`config.mk`:
```
export PLATFORM = sky130hd
export DESIGN_NAME = column_edge_pair_thickness_top_flat
export DESIGN_NICKNAME = d
export VERILOG_FILES = /design/src/rtl/core/cepth_pkg.sv /design/src/rtl/core/cepth_if.sv /design/src/rtl/core/cepth_regs.sv /design/src/rtl/core/cepth_core.sv /design/src/rtl/core/column_edge_pair_thickness_top.sv /design/src/flat_wrapper.sv
export SDC_FILE = /design/constraint.sdc
export NUM_CORES = 1
export LEC_CHECK = 0
export BUFFER_PORTS_ARGS = -buffer_cell sky130_fd_sc_hd__buf_2
export CORE_UTILIZATION = 40
export CTS_CLUSTER_DIAMETER = 30
export CTS_CLUSTER_SIZE = 14
export DETAILED_ROUTE_END_ITERATION = 8
export PLACE_DENSITY = 0.58
export SLEW_MARGIN = 20
export SYNTH_ARGS = -nofsm -noshare
export SYNTH_HDL_FRONTEND = slang
export SYNTH_SLANG_ARGS = --single-unit
```
`constraint.sdc`:
```
create_clock -name clk -period 8.3 [get_ports clk]
set_input_delay 1.245 -clock clk [delete_from_list [all_inputs] [get_ports clk]]
set_output_delay 1.245 -clock clk [all_outputs]
set_load 0.005 [all_outputs]
```
`src/rtl/core/cepth_pkg.sv`:
```
`default_nettype none

package cepth_pkg;

  localparam int unsigned INT_W   = 8;
  localparam int unsigned SPAN_W  = 12;
  localparam int unsigned POS_W   = 12;
  localparam int unsigned TALLY_W = 13;
  localparam int unsigned ADDR_W  = 3;
  localparam int unsigned DATA_W  = 32;

  localparam logic [TALLY_W-1:0] TALLY_MAX  = 13'h1FFF;
  localparam logic [INT_W-1:0]   THR_RESET  = 8'd150;
  localparam logic [SPAN_W-1:0]  SPAN_RESET = 12'd100;

  localparam logic [ADDR_W-1:0] ADDR_THRESHOLD = 3'd0;
  localparam logic [ADDR_W-1:0] ADDR_MIN_SPAN  = 3'd4;

  typedef enum logic [1:0] {
    MARK_NONE  = 2'd0,
    MARK_START = 2'd1,
    MARK_END   = 2'd2
  } mark_t;

  typedef struct packed {
    logic [INT_W-1:0] intensity;
    logic             column_end;
    logic             frame_start;
  } item_t;

  typedef struct packed {
    logic [INT_W-1:0]  threshold;
    logic [SPAN_W-1:0] min_span;
  } cfg_t;

  typedef struct packed {
    mark_t              edge_mark;
    logic               report_valid;
    logic [POS_W-1:0]   report_column;
    logic [POS_W-1:0]   start_row;
    logic [POS_W-1:0]   end_row;
    logic [TALLY_W-1:0] span_count;
  } res_t;

endpackage

`default_nettype wire

```
`src/rtl/core/cepth_if.sv`:
```
`default_nettype none

interface cepth_in_if;
  logic                          valid;
  logic                          ready;
  logic [cepth_pkg::INT_W-1:0]   intensity;
  logic                          column_end;
  logic                          frame_start;

  modport source (output valid, intensity, column_end, frame_start, input ready);
  modport sink   (input valid, intensity, column_end, frame_start, output ready);
endinterface

interface cepth_out_if;
  logic                          valid;
  logic                          ready;
  logic [1:0]                    edge_mark;
  logic                          report_valid;
  logic [cepth_pkg::POS_W-1:0]   report_column;
  logic [cepth_pkg::POS_W-1:0]   start_row;
  logic [cepth_pkg::POS_W-1:0]   end_row;
  logic [cepth_pkg::TALLY_W-1:0] span_count;

  modport source (output valid, edge_mark, report_valid, report_column, start_row, end_row,
                  span_count, input ready);
  modport sink   (input valid, edge_mark, report_valid, report_column, start_row, end_row,
                  span_count, output ready);
endinterface

`default_nettype wire

```
`src/rtl/core/cepth_regs.sv`:
```
`default_nettype none

module cepth_regs (
  input  logic                           clk,
  input  logic                           rst_n,
  input  logic                           psel,
  input  logic                           penable,
  input  logic                           pwrite,
  input  logic [cepth_pkg::ADDR_W-1:0]   paddr,
  input  logic [cepth_pkg::DATA_W-1:0]   pwdata,
  output logic [cepth_pkg::DATA_W-1:0]   prdata,
  output logic                           pready,
  output cepth_pkg::cfg_t                cfg
);

  logic [cepth_pkg::INT_W-1:0]  thr_r;
  logic [cepth_pkg::SPAN_W-1:0] span_r;
  logic                         wr_en;

  assign pready = 1'b1;
  assign wr_en  = psel & penable & pwrite;

  always_ff @(posedge clk) begin
    if (!rst_n) begin
      thr_r  <= cepth_pkg::THR_RESET;
      span_r <= cepth_pkg::SPAN_RESET;
    end else if (wr_en) begin
      unique case (paddr)
        cepth_pkg::ADDR_THRESHOLD: thr_r  <= pwdata[cepth_pkg::INT_W-1:0];
        default:                   span_r <= pwdata[cepth_pkg::SPAN_W-1:0];
      endcase
    end
  end

  always_comb begin
    unique case (paddr)
      cepth_pkg::ADDR_THRESHOLD:
        prdata = {{(cepth_pkg::DATA_W-cepth_pkg::INT_W){1'b0}}, thr_r};
      default:
        prdata = {{(cepth_pkg::DATA_W-cepth_pkg::SPAN_W){1'b0}}, span_r};
    endcase
  end

  assign cfg.threshold = thr_r;
  assign cfg.min_span  = span_r;

`ifndef SYNTHESIS
  a_thr_write: assert property (@(posedge clk) disable iff (!rst_n)
    wr_en && paddr == cepth_pkg::ADDR_THRESHOLD |=>
      thr_r == $past(pwdata[cepth_pkg::INT_W-1:0]) && $stable(span_r))
    else $error("threshold write lost or disturbed span");
  a_span_write: assert property (@(posedge clk) disable iff (!rst_n)
    wr_en && paddr != cepth_pkg::ADDR_THRESHOLD |=>
      span_r == $past(pwdata[cepth_pkg::SPAN_W-1:0]) && $stable(thr_r))
    else $error("span write lost or disturbed threshold");
  a_hold: assert property (@(posedge clk) disable iff (!rst_n)
    !wr_en |=> $stable(thr_r) && $stable(span_r))
    else $error("config changed without write");
`endif

endmodule

`default_nettype wire

```
`src/rtl/core/cepth_core.sv`:
```
`default_nettype none

module cepth_core #(
  parameter int unsigned MAX_ROWS    = 4096,
  parameter int unsigned MAX_COLUMNS = 4096
) (
  input  logic             clk,
  input  logic             rst_n,
  input  logic             advance,
  input  cepth_pkg::item_t item,
  input  cepth_pkg::cfg_t  cfg,
  output cepth_pkg::res_t  res
);

  localparam int unsigned RW = $clog2(MAX_ROWS);
  localparam int unsigned CW = (MAX_COLUMNS > 1) ? $clog2(MAX_COLUMNS) : 1;
  localparam logic [RW-1:0] ROW_LAST = RW'(MAX_ROWS - 1);
  localparam logic [CW-1:0] COL_LAST = CW'(MAX_COLUMNS - 1);

  localparam int unsigned PW = cepth_pkg::POS_W;
  localparam int unsigned TW = cepth_pkg::TALLY_W;

  logic          la_r, la_nxt;
  logic          ss_r, ss_nxt;
  logic          es_r, es_nxt;
  logic [TW-1:0] tally_r, tally_nxt;
  logic [PW-1:0] srow_r, srow_nxt;
  logic [PW-1:0] erow_r, erow_nxt;
  logic [RW-1:0] row_r, row_nxt;
  logic [CW-1:0] col_r, col_nxt;

  logic          la_c, ss_c, es_c, la1, la2, ss1, es1, bright;
  logic [TW-1:0] tally_c, tally1;
  logic [PW-1:0] srow_c, erow_c, srow1, erow1, row12;
  logic [RW-1:0] row_c;
  logic [CW-1:0] col_c;
  logic [RW+PW-1:0] row_ext;
  logic [CW+PW-1:0] col_ext;
  cepth_pkg::mark_t mark;

  always_comb begin
    la_c    = item.frame_start ? 1'b0     : la_r;
    ss_c    = item.frame_start ? 1'b0     : ss_r;
    es_c    = item.frame_start ? 1'b0     : es_r;
    tally_c = item.frame_start ? '0       : tally_r;
    srow_c  = item.frame_start ? '0       : srow_r;
    erow_c  = item.frame_start ? '0       : erow_r;
    row_c   = item.frame_start ? '0       : row_r;
    col_c   = item.frame_start ? '0       : col_r;

    row_ext = {{PW{1'b0}}, row_c};
    row12   = row_ext[PW-1:0];
    col_ext = {{PW{1'b0}}, col_c};

    bright = item.intensity > cfg.threshold;
    la1    = la_c | bright;
    tally1 = (la1 && tally_c != cepth_pkg::TALLY_MAX) ? tally_c + TW'(1) : tally_c;

    mark  = cepth_pkg::MARK_NONE;
    ss1   = ss_c;
    srow1 = srow_c;
    if (la1 && !ss_c) begin
      ss1   = 1'b1;
      srow1 = row12;
      mark  = cepth_pkg::MARK_START;
    end

    la2   = la1;
    es1   = es_c;
    erow1 = erow_c;
    if (la1 && tally1 > {1'b0, cfg.min_span}) begin
      la2 = !bright;
      if (bright && !es_c) begin
        es1   = 1'b1;
        erow1 = row12;
        mark  = cepth_pkg::MARK_END;
      end
    end

    res           = '0;
    res.edge_mark = mark;

    if (item.column_end) begin
      res.report_valid  = es1;
      res.report_column = col_ext[PW-1:0];
      res.start_row     = srow1;
      res.end_row       = erow1;
      res.span_count    = tally1;
      la_nxt    = 1'b0;
      ss_nxt    = 1'b0;
      es_nxt    = 1'b0;
      tally_nxt = '0;
      srow_nxt  = '0;
      erow_nxt  = '0;
      row_nxt   = '0;
      col_nxt   = (col_c == COL_LAST) ? '0 : col_c + CW'(1);
    end else begin
      la_nxt    = la2;
      ss_nxt    = ss1;
      es_nxt    = es1;
      tally_nxt = tally1;
      srow_nxt  = srow1;
      erow_nxt  = erow1;
      row_nxt   = (row_c == ROW_LAST) ? row_c : row_c + RW'(1);
      col_nxt   = col_c;
    end
  end

  always_ff @(posedge clk) begin
    if (!rst_n) begin
      la_r    <= 1'b0;
      ss_r    <= 1'b0;
      es_r    <= 1'b0;
      tally_r <= '0;
      srow_r  <= '0;
      erow_r  <= '0;
      row_r   <= '0;
      col_r   <= '0;
    end else if (advance) begin
      la_r    <= la_nxt;
      ss_r    <= ss_nxt;
      es_r    <= es_nxt;
      tally_r <= tally_nxt;
      srow_r  <= srow_nxt;
      erow_r  <= erow_nxt;
      row_r   <= row_nxt;
      col_r   <= col_nxt;
    end
  end

`ifndef SYNTHESIS
  a_end_after_start: assert property (@(posedge clk) disable iff (!rst_n)
    es_r |-> ss_r)
    else $error("end edge held without start edge");
  a_tally_needs_start: assert property (@(posedge clk) disable iff (!rst_n)
    tally_r != '0 |-> ss_r)
    else $error("pixels counted before start edge");
  a_end_mark_sticks: assert property (@(posedge clk) disable iff (!rst_n)
    advance && res.edge_mark == cepth_pkg::MARK_END && !item.column_end |=> es_r)
    else $error("end edge mark not recorded");
  a_column_clear: assert property (@(posedge clk) disable iff (!rst_n)
    advance && item.column_end |=> row_r == '0 && tally_r == '0 && !ss_r && !la_r)
    else $error("column state not cleared at column end");
`endif

endmodule

`default_nettype wire

```
`src/rtl/core/column_edge_pair_thickness_top.sv`:
```
`default_nettype none
// Input words pass the input register and the core into the output register
// on out_if: one word per clock while out_if.ready stays high; a held result
// stalls the core, and input stalls once the input register is also full.
// Reset (rst_n low, synchronous): both valid flags clear, threshold = 150,
// minimum span = 100, all row and column counters and span state clear.

module column_edge_pair_thickness_top #(
  parameter int unsigned MAX_ROWS    = 4096,
  parameter int unsigned MAX_COLUMNS = 4096
) (
  input  logic                         clk,
  input  logic                         rst_n,
  cepth_in_if.sink                     in_if,
  cepth_out_if.source                  out_if,
  input  logic                         cfg_psel,
  input  logic                         cfg_penable,
  input  logic                         cfg_pwrite,
  input  logic [cepth_pkg::ADDR_W-1:0] cfg_paddr,
  input  logic [cepth_pkg::DATA_W-1:0] cfg_pwdata,
  output logic [cepth_pkg::DATA_W-1:0] cfg_prdata,
  output logic                         cfg_pready
);

  cepth_pkg::cfg_t  cfg;
  cepth_pkg::item_t in_item_r;
  cepth_pkg::res_t  res;
  cepth_pkg::res_t  out_res_r;
  logic             in_valid_r;
  logic             out_valid_r;
  logic             advance;

  cepth_regs u_regs (
    .clk     (clk),
    .rst_n   (rst_n),
    .psel    (cfg_psel),
    .penable (cfg_penable),
    .pwrite  (cfg_pwrite),
    .paddr   (cfg_paddr),
    .pwdata  (cfg_pwdata),
    .prdata  (cfg_prdata),
    .pready  (cfg_pready),
    .cfg     (cfg)
  );

  assign advance     = in_valid_r & (~out_valid_r | out_if.ready);
  assign in_if.ready = ~in_valid_r | advance;

  always_ff @(posedge clk) begin
    if (!rst_n) begin
      in_valid_r <= 1'b0;
    end else if (in_if.ready) begin
      in_valid_r <= in_if.valid;
    end
  end

  always_ff @(posedge clk) begin
    if (in_if.valid && in_if.ready) begin
      in_item_r.intensity   <= in_if.intensity;
      in_item_r.column_end  <= in_if.column_end;
      in_item_r.frame_start <= in_if.frame_start;
    end
  end

  cepth_core #(
    .MAX_ROWS    (MAX_ROWS),
    .MAX_COLUMNS (MAX_COLUMNS)
  ) u_core (
    .clk     (clk),
    .rst_n   (rst_n),
    .advance (advance),
    .item    (in_item_r),
    .cfg     (cfg),
    .res     (res)
  );

  always_ff @(posedge clk) begin
    if (!rst_n) begin
      out_valid_r <= 1'b0;
    end else if (~out_valid_r | out_if.ready) begin
      out_valid_r <= in_valid_r;
    end
  end

  always_ff @(posedge clk) begin
    if (advance) begin
      out_res_r <= res;
    end
  end

  assign out_if.valid         = out_valid_r;
  assign out_if.edge_mark     = out_res_r.edge_mark;
  assign out_if.report_valid  = out_res_r.report_valid;
  assign out_if.report_column = out_res_r.report_column;
  assign out_if.start_row     = out_res_r.start_row;
  assign out_if.end_row       = out_res_r.end_row;
  assign out_if.span_count    = out_res_r.span_count;

endmodule

`default_nettype wire
```
`src/flat_wrapper.sv`:
```
// flat-port wrapper written by rule: the top's interface ports become plain ports
module column_edge_pair_thickness_top_flat 
#(
  parameter int unsigned MAX_ROWS    = 4096,
  parameter int unsigned MAX_COLUMNS = 4096
)
  (clk, rst_n, cfg_psel, cfg_penable, cfg_pwrite, cfg_paddr, cfg_pwdata, cfg_prdata, cfg_pready, in_if_valid, in_if_intensity, in_if_column_end, in_if_frame_start, in_if_ready, out_if_valid, out_if_edge_mark, out_if_report_valid, out_if_report_column, out_if_start_row, out_if_end_row, out_if_span_count, out_if_ready);
  cepth_in_if in_if_i ();
  cepth_out_if out_if_i ();
  input  logic clk;
  input  logic rst_n;
  input  logic cfg_psel;
  input  logic cfg_penable;
  input  logic cfg_pwrite;
  input  logic [cepth_pkg::ADDR_W-1:0] cfg_paddr;
  input  logic [cepth_pkg::DATA_W-1:0] cfg_pwdata;
  output logic [cepth_pkg::DATA_W-1:0] cfg_prdata;
  output logic cfg_pready;
  input wire logic [$bits(in_if_i.valid)-1:0] in_if_valid;
  input wire logic [$bits(in_if_i.intensity)-1:0] in_if_intensity;
  input wire logic [$bits(in_if_i.column_end)-1:0] in_if_column_end;
  input wire logic [$bits(in_if_i.frame_start)-1:0] in_if_frame_start;
  output wire logic [$bits(in_if_i.ready)-1:0] in_if_ready;
  output wire logic [$bits(out_if_i.valid)-1:0] out_if_valid;
  output wire logic [$bits(out_if_i.edge_mark)-1:0] out_if_edge_mark;
  output wire logic [$bits(out_if_i.report_valid)-1:0] out_if_report_valid;
  output wire logic [$bits(out_if_i.report_column)-1:0] out_if_report_column;
  output wire logic [$bits(out_if_i.start_row)-1:0] out_if_start_row;
  output wire logic [$bits(out_if_i.end_row)-1:0] out_if_end_row;
  output wire logic [$bits(out_if_i.span_count)-1:0] out_if_span_count;
  input wire logic [$bits(out_if_i.ready)-1:0] out_if_ready;
  assign in_if_i.valid = in_if_valid;
  assign in_if_i.intensity = in_if_intensity;
  assign in_if_i.column_end = in_if_column_end;
  assign in_if_i.frame_start = in_if_frame_start;
  assign in_if_ready = in_if_i.ready;
  assign out_if_valid = out_if_i.valid;
  assign out_if_edge_mark = out_if_i.edge_mark;
  assign out_if_report_valid = out_if_i.report_valid;
  assign out_if_report_column = out_if_i.report_column;
  assign out_if_start_row = out_if_i.start_row;
  assign out_if_end_row = out_if_i.end_row;
  assign out_if_span_count = out_if_i.span_count;
  assign out_if_i.ready = out_if_ready;
  column_edge_pair_thickness_top #(.MAX_ROWS(MAX_ROWS), .MAX_COLUMNS(MAX_COLUMNS)) u_core (.clk(clk), .rst_n(rst_n), .in_if(in_if_i), .out_if(out_if_i), .cfg_psel(cfg_psel), .cfg_penable(cfg_penable), .cfg_pwrite(cfg_pwrite), .cfg_paddr(cfg_paddr), .cfg_pwdata(cfg_pwdata), .cfg_prdata(cfg_prdata), .cfg_pready(cfg_pready));
endmodule
```
==> summary.txt, run 1 <==
Outcome
  – Outcome: complete, no violations

Final layout
  – Inserted Diodes: 0
  – Share of cells above drive strength 1: 19.4%
  – Filler cells: 1799
  – Most common cell after layout, fill and taps aside: buf_2
  – Number of nets in the layout: 918
  – Most frequent cells in the layout: 97 x buf_2, 96 x nand2_1, 86 x dfxtp_1
  – Final core occ: 47.6%
  – Syn-to-layout area delta: 16.4%

Global route
  – Antenna violations before repair: 0
  – Largest net degree at the start of global routing: 69
  – GRT Util Overall: 18.7%
  – Vias in the first global route: 5319
  – Congestion Overflow GR: 0
  – First-pass GRT wire length: 27200 um

Clock tree
  – CTS tree: built
  – Clk pin slew, worst setup/hold paths: 0.06 ns
  – Post_cts resized: 0
  – Num CTS Buffers: 17
  – Hold_buf cts: 0
  – Clk buf depth: 2
  – Worst skew pair latency: 0.43 ns
  – Post-CTS setup buffer count: 0
  – CTS Root Cell: clkbuf_16
  – Clk sinks: 148
  – H-tree depth: 4

Floorplanning
  – Row count: 49
  – Chip Width: 138 um
  – Die Y: 138 um
  – Die area: 19000 um^2
  – Boundary pin count: 139
  – Initial Utilization: 40.9%
  – Core area: 18000 um^2

Run
  – Max-cap viol count: 0

Synth
  – Seq/Total Area, Yosys: 48.6%
  – Average cell area after synthesis: 9.66 um^2
  – Ys flop type: dfxtp_1
  – Post-synthesis register bit count: 148
  – Yosys top cell by area: edfxtp_1
  – Synth area leaders: edfxtp_1 25%, dfxtp_1 23%, nand2_1 4.9%
  – Synthesized cell area: 7380 um^2
  – Post-synth top area share: 25.2%
  – Mapped Cells: 764
  – Count of cell types in the netlist: 74
  – Ys Warns: 0
  – Post-synth EDFFs: 62
  – Post-synth ARST share: 0%

STA
  – Period minus WS final: 4.76 ns
  – Final hold violation count: 0
  – Slew HR: 31.7%
  – RSZ-0062 raised after global routing: false
  – Clk_skew: 0.00490 ns
  – Maximum clock rate: 210 MHz
  – Setup violators final: 0
  – Max-slew violation count: 0
  – WHS: 0.467 ns
  – Final period util: 57.3%
  – Worst slew pin tran: 1.02 ns
  – Total negative slack: 0 ns

Worst setup path
  – CP endpoint kind: flip-flop
  – Arr. time, crit path: 5.12 ns
  – Crit path max fanout: 34
  – Setup Crit Path Kind: reg2reg
  – WP data required: 8.67 ns
  – CP Launch Type: flip-flop

Place
  – Global placement routability congestion: 0.821
  – Number of port buffers: 97
  – Detailed Place HPWL: 11500 um

Route
  – Vias per inst: 5.22
  – Pre-antenna DRT Iters: 5
  – DRT antenna net count: 0
  – WL/cell: 15.7 um
  – DRC: 0
  – Number of DRC markers in iteration 0: 337
  – Via count: 5669
  – Final wirelength: 17100 um

Power
  – Max rail drop VDD: 0.160 mV
  – PD cells: 205 nW/um^2
  – Post-layout total power: 1.76 mW
  – Leak Pwr: 3.31 nW

Min path
  – Hold Path Class: reg2reg
## area by class of cell
class                   count  area (um^2)  share of cell area, %
repair buffers            105          546                   6.35
well taps                 229          287                   3.34
multi-input cells         542         3410                   39.7
flip-flops and latches    148         3580                   41.7
inverters                  29          109                   1.27
clock buffers              17          425                   4.95
clock inverters            15          228                   2.65
## per-stage QoR
| stage | setup WS [ns] | cell area [um^2] | std cells |
|---|---|---|---|
| floorplan | 4.54 | 7450 | 783 |
| global placement | 3.62 | 7930 | 1053 |
| detailed placement | 3.56 | 7930 | 1053 |
| CTS | 3.56 | 8590 | 1085 |
| global route | 3.13 | 8590 | 1085 |
| finish | 3.54 | 8590 | 1085 |
## final timing paths
path,from,to,slack (ns),cells past startpoint
max,u_core.in_item_r[0],u_core.u_core.erow_r[4],3.54,17
min,u_core.u_regs.span_r[7],u_core.u_regs.span_r[7],0.47,2
max reg2reg,u_core.in_item_r[0],u_core.u_core.erow_r[4],3.54,17
min reg2reg,u_core.u_regs.span_r[7],u_core.u_regs.span_r[7],0.47,2
## routing by layer
| metal | vias up | track usage, % | share of wire (%) |
|---|---|---|---|
| met2 | 143 | 30.0 | 46 |
| met1 | 2651 | 24.8 | 47 |
| met3 | 25 | 3.90 | 4.2 |
| met5 | - | 0 | 0 |
| li1 | 2850 | - | - |
| met4 | 0 | 7.13 | 1.9 |
## power by group
group	internal (mW)	switching (mW)
Clock	0.537	0.321
Combinational	0.0391	0.0745
Sequential	0.777	0.00734
## logic make-up (layout without fill, tap and decap cells)
kind of cell             after synthesis  count (layout)  share of synthesized area (%)
flip-flops                           148             148                           48.6
AO/OA/AOI/OAI                        176             176                           16.6
XOR/XNOR                              13              13                           1.54
adder cells (fa/ha/maj)               23              23                           3.90
AND/OR/NAND/NOR                      295             295                           21.0
other                                  2              21                          0.102
buffers and inverters                 93             166                           6.31
multiplexers                          14              14                           1.98
## critical path, stage by stage, from the launching register on
cell and delay [ns]:
edfxtp_1 0.36, buf_4 0.26, nor2b_2 0.28, ha_1 0.30
nand3b_1 0.14, nor4_2 0.29, a21o_4 0.26, nor2_4 0.09
mux2_4 0.36, ha_1 0.30, nand2b_1 0.08, a21oi_1 0.06
o31a_1 0.23, o21ai_1 0.31, a211oi_2 0.13, buf_4 0.24
o21ai_1 0.76, a22o_1 0.22
## cells in the mapped netlist, types with 3 or more instances
master / count
nand4_1: 12
o31ai_1: 3
o21ai_1: 12
and2_1: 27
edfxtp_1: 62
a32o_1: 3
xor2_1: 4
o21a_1: 7
a31oi_1: 6
buf_2: 9
a21oi_1: 20
o211ai_1: 11
nor2_1: 45
nand2b_1: 4
buf_4: 24
xnor2_1: 9
clkbuf_1: 27
mux2i_1: 12
a21boi_0: 20
inv_1: 27
nand2_1: 96
dfxtp_1: 86
o21ai_0: 39
ha_1: 23
and3_1: 11
a32oi_1: 4
nor2b_1: 22
nor3_1: 10
a21boi_1: 4
nand3_1: 37
a22o_1: 26
Note: power is estimated with default switching activity, not from simulation.
==> run 2, diff against run 1 <==
--- a/config.mk
+++ b/config.mk
@@ -10,7 +10,7 @@
 export CTS_CLUSTER_DIAMETER = 30
 export CTS_CLUSTER_SIZE = 14
 export DETAILED_ROUTE_END_ITERATION = 8
-export PLACE_DENSITY = 0.58
+export PLACE_DENSITY = 0.6
 export SLEW_MARGIN = 20
 export SYNTH_ARGS = -nofsm -noshare
 export SYNTH_HDL_FRONTEND = slang
==> constraint.sdc (replaced) <==
create_clock -name clk -period 3.9 [get_ports clk]
set_input_delay 0.585 -clock clk [delete_from_list [all_inputs] [get_ports clk]]
set_output_delay 0.585 -clock clk [all_outputs]
set_load 0.005 [all_outputs]
==> run 2 against run 1 <==
Effect of this change: setup slack got worse by 3.5 ns; combinational power up 130%; final cell count is 2.5% higher; highest routed layer unchanged; clock-buffer cell count is the same; largest cell class unchanged; critical path depth rose by 1; core utilization rose by 1.7 points; non-clock buffer count up 26; clock power is 79% higher; sequential cell count is the same; largest power group is now sequential cells.
==> summary.txt, run 2 (synthesized netlist as in run 1, its figures left out) <==
Outcome
  – Outcome: complete, no violations

Worst setup path
  – Max incr delay on CP: 0.38 ns (-0.38 ns)
  – CP endpoint kind: flip-flop
  – Slowest cell on crit path: edfxtp_1
  – Critical-path cell list: ha_1 > nor2b_4 > o211ai_1 > a21o_1 > and3_4 > buf_4 > nor2_4 > mux2_4 > ha_1 > nand2b_1 > a21oi_1 > o31a_1 > o21ai_2 > a211oi_4 > buf_6 > buf_12 > and2_4 > a22o_1
  – CP Launch Type: flip-flop
  – Crit path max fanout: 8 (-76%)
  – Most used cell, CP: ha_1
  – WP data required: 4.22 ns (-4.45 ns)
  – Setup Crit Path Kind: reg2reg
  – Arr. time, crit path: 4.14 ns (-0.98 ns)

Place
  – Detailed Place HPWL: 11800 um (+2.5%)
  – Global placement routability congestion: 0.884 (+7.7%)
  – Pre-CTS setup slack: 0.0264 ns (-3.53 ns)
  – Number of port buffers: 97 (unchanged)

Route
  – WL/cell: 15.9 um (+1.0%)
  – Via count: 5932 (+4.6%)
  – Vias per inst: 5.33 (+2.1%)
  – DRC: 0 (unchanged)
  – Pre-antenna DRT Iters: 5 (unchanged)
  – DRT antenna net count: 0 (unchanged)
  – Number of DRC markers in iteration 0: 350 (+3.9%)
  – Final wirelength: 17700 um (+3.5%)

Global route
  – GRT Util Overall: 18.7% (-0.051 points)
  – Met3 usage: 3.79% (-0.11 points)
  – Congestion Overflow GR: 0 (unchanged)
  – M2 GR Usage: 29.1% (-0.87 points)
  – Top Usage Layer GRT: met2
  – Met1 usage: 25.5% (+0.66 points)
  – Vias in the first global route: 5245 (-1.4%)
  – Largest net degree at the start of global routing: 68 (-1.4%)
  – First-pass GRT wire length: 26900 um (-1.0%)
  – Antenna violations before repair: 0 (unchanged)

Power
  – Logic pwr share: 7.5% (+1.0 points)
  – NetSw: 0.891 mW (+120%)
  – PD cells: 390 nW/um^2 (+91%)
  – Net Sw Frac: 25.7% (+2.7 points)
  – Max rail drop VDD: 0.320 mV (+100%)
  – Leak Pwr: 3.44 nW (+4.0%)
  – Sequential share of power: 48.3% (+3.7 points)
  – Clock power share: 44.3% (-4.6 points)
  – Pint: 2.58 mW (+91%)

Clock tree
  – Clk sinks: 148 (unchanged)
  – Hold_buf cts: 0 (unchanged)
  – CTS tree: built
  – Num CTS Buffers: 17 (unchanged)
  – Clk buf depth: 2 (unchanged)
  – H-tree depth: 4 (unchanged)
  – Clk pin slew, worst setup/hold paths: 0.06 ns (about the same)
  – CTS Root Cell: clkbuf_16
  – Worst skew pair latency: 0.43 ns (about the same)

Final layout
  – Most common cell after layout, fill and taps aside: buf_2
  – Final core occ: 49.4% (+1.7 points)
  – Syn-to-layout area delta: 20.6%
  – Number of nets in the layout: 945 (+2.9%)
  – Inserted Diodes: 0 (unchanged)
  – Share of cells above drive strength 1: 24.1% (+4.7 points)
  – Most frequent cells in the layout: 98 x buf_2, 96 x nand2_1, 83 x dfxtp_1

Floorplanning
  – Row count: 49 (unchanged)
  – Chip Width: 138 um (unchanged)
  – Core area: 18000 um^2 (unchanged)
  – Die Y: 138 um (unchanged)
  – Boundary pin count: 139 (unchanged)
  – Initial Utilization: 40.9% (unchanged)
  – Die area: 19000 um^2 (unchanged)

STA
  – Clk_skew: 0.00864 ns (+0.00374 ns)
  – Setup WS post-layout: 0.0809 ns (-3.46 ns)
  – Worst slew pin tran: 0.967 ns (-0.0538 ns)
  – WHS: 0.333 ns (-0.134 ns)
  – Max-slew violation count: 0 (unchanged)
  – Setup violators final: 0 (unchanged)
  – Total negative slack: 0 ns (unchanged)
  – Final period util: 97.9% (+41 points)
  – Period minus WS final: 3.82 ns (-0.938 ns)
  – Slew HR: 35.3% (+3.6 points)
  – Maximum clock rate: 262 MHz (+25%)
  – Final hold violation count: 0 (unchanged)

Run
  – Max-cap viol count: 0 (unchanged)

Min path
  – Hold Path Class: in2reg
## run 2: path summary, 6_finish.rpt
check	from	end	slack (ns)	cells after the start
worst max-delay path	u_core.in_item_r[3]	u_core.u_core.erow_r[4]	0.08	18
worst max register to register	u_core.in_item_r[3]	u_core.u_core.erow_r[4]	0.08	18
worst min-delay path	in_if_column_end	u_core.in_item_r[1]	0.33	1
worst min register to register	u_core.u_regs.span_r[9]	u_core.u_regs.span_r[9]	0.46	2
## run 2: final cells by class
class                      instances  area (um^2)
clock buffer                      17          425
clock inverter                    15          124
timing repair buffer             131          801
inverter                          29          109
multi-input combinational        543         3570
fill                            1718         9130
tap                              229          287
sequential                       148         3590
## run 2: power by group through the flow
stage          clock network (mW)  registers [mW]  logic (mW)
2_1_floorplan                   0            1.70       0.164
3_3_place_gp                    0            1.71       0.247
3_5_place_dp                    0            1.71       0.248
4_1_cts                      1.56            1.67       0.250
5_1_grt                      1.62            1.68       0.288
6_report                     1.54            1.67       0.259
## run 2: worst max-delay path, delay by kind of cell, from the launching register on
| family | cells | cell delay, ns |
|---|---|---|
| adder cells (fa/ha/maj) | 2 | 0.60 |
| AND/OR/NAND/NOR | 5 | 0.70 |
| flip-flops | 1 | 0.38 |
| multiplexers | 1 | 0.33 |
| buffers and inverters | 3 | 0.46 |
| AO/OA/AOI/OAI | 7 | 1.21 |
## run 2: per-stage QoR
step,total power [mW],std cells,area (um^2)
final,3.47,1112,8900
after global routing,3.59,1112,8900
after CTS,3.48,1104,8640
after detailed placement,1.96,1072,8100
after global placement,1.95,1072,8100
after floorplan,1.87,783,7450
## run 2: metal layers
layer | routed length, um | vias up
li1 | - | 2914
met1 | 8300 | 2817
met2 | 8220 | 174
met3 | 852 | 27
met4 | 312 | 0
met5 | 0 | -
## run 2: timing repair
item / 4_1_cts / 5_1_grt
gates resized for setup: 0 / 30
buffers inserted: 0 / 5
setup endpoints to repair: 0 / 25
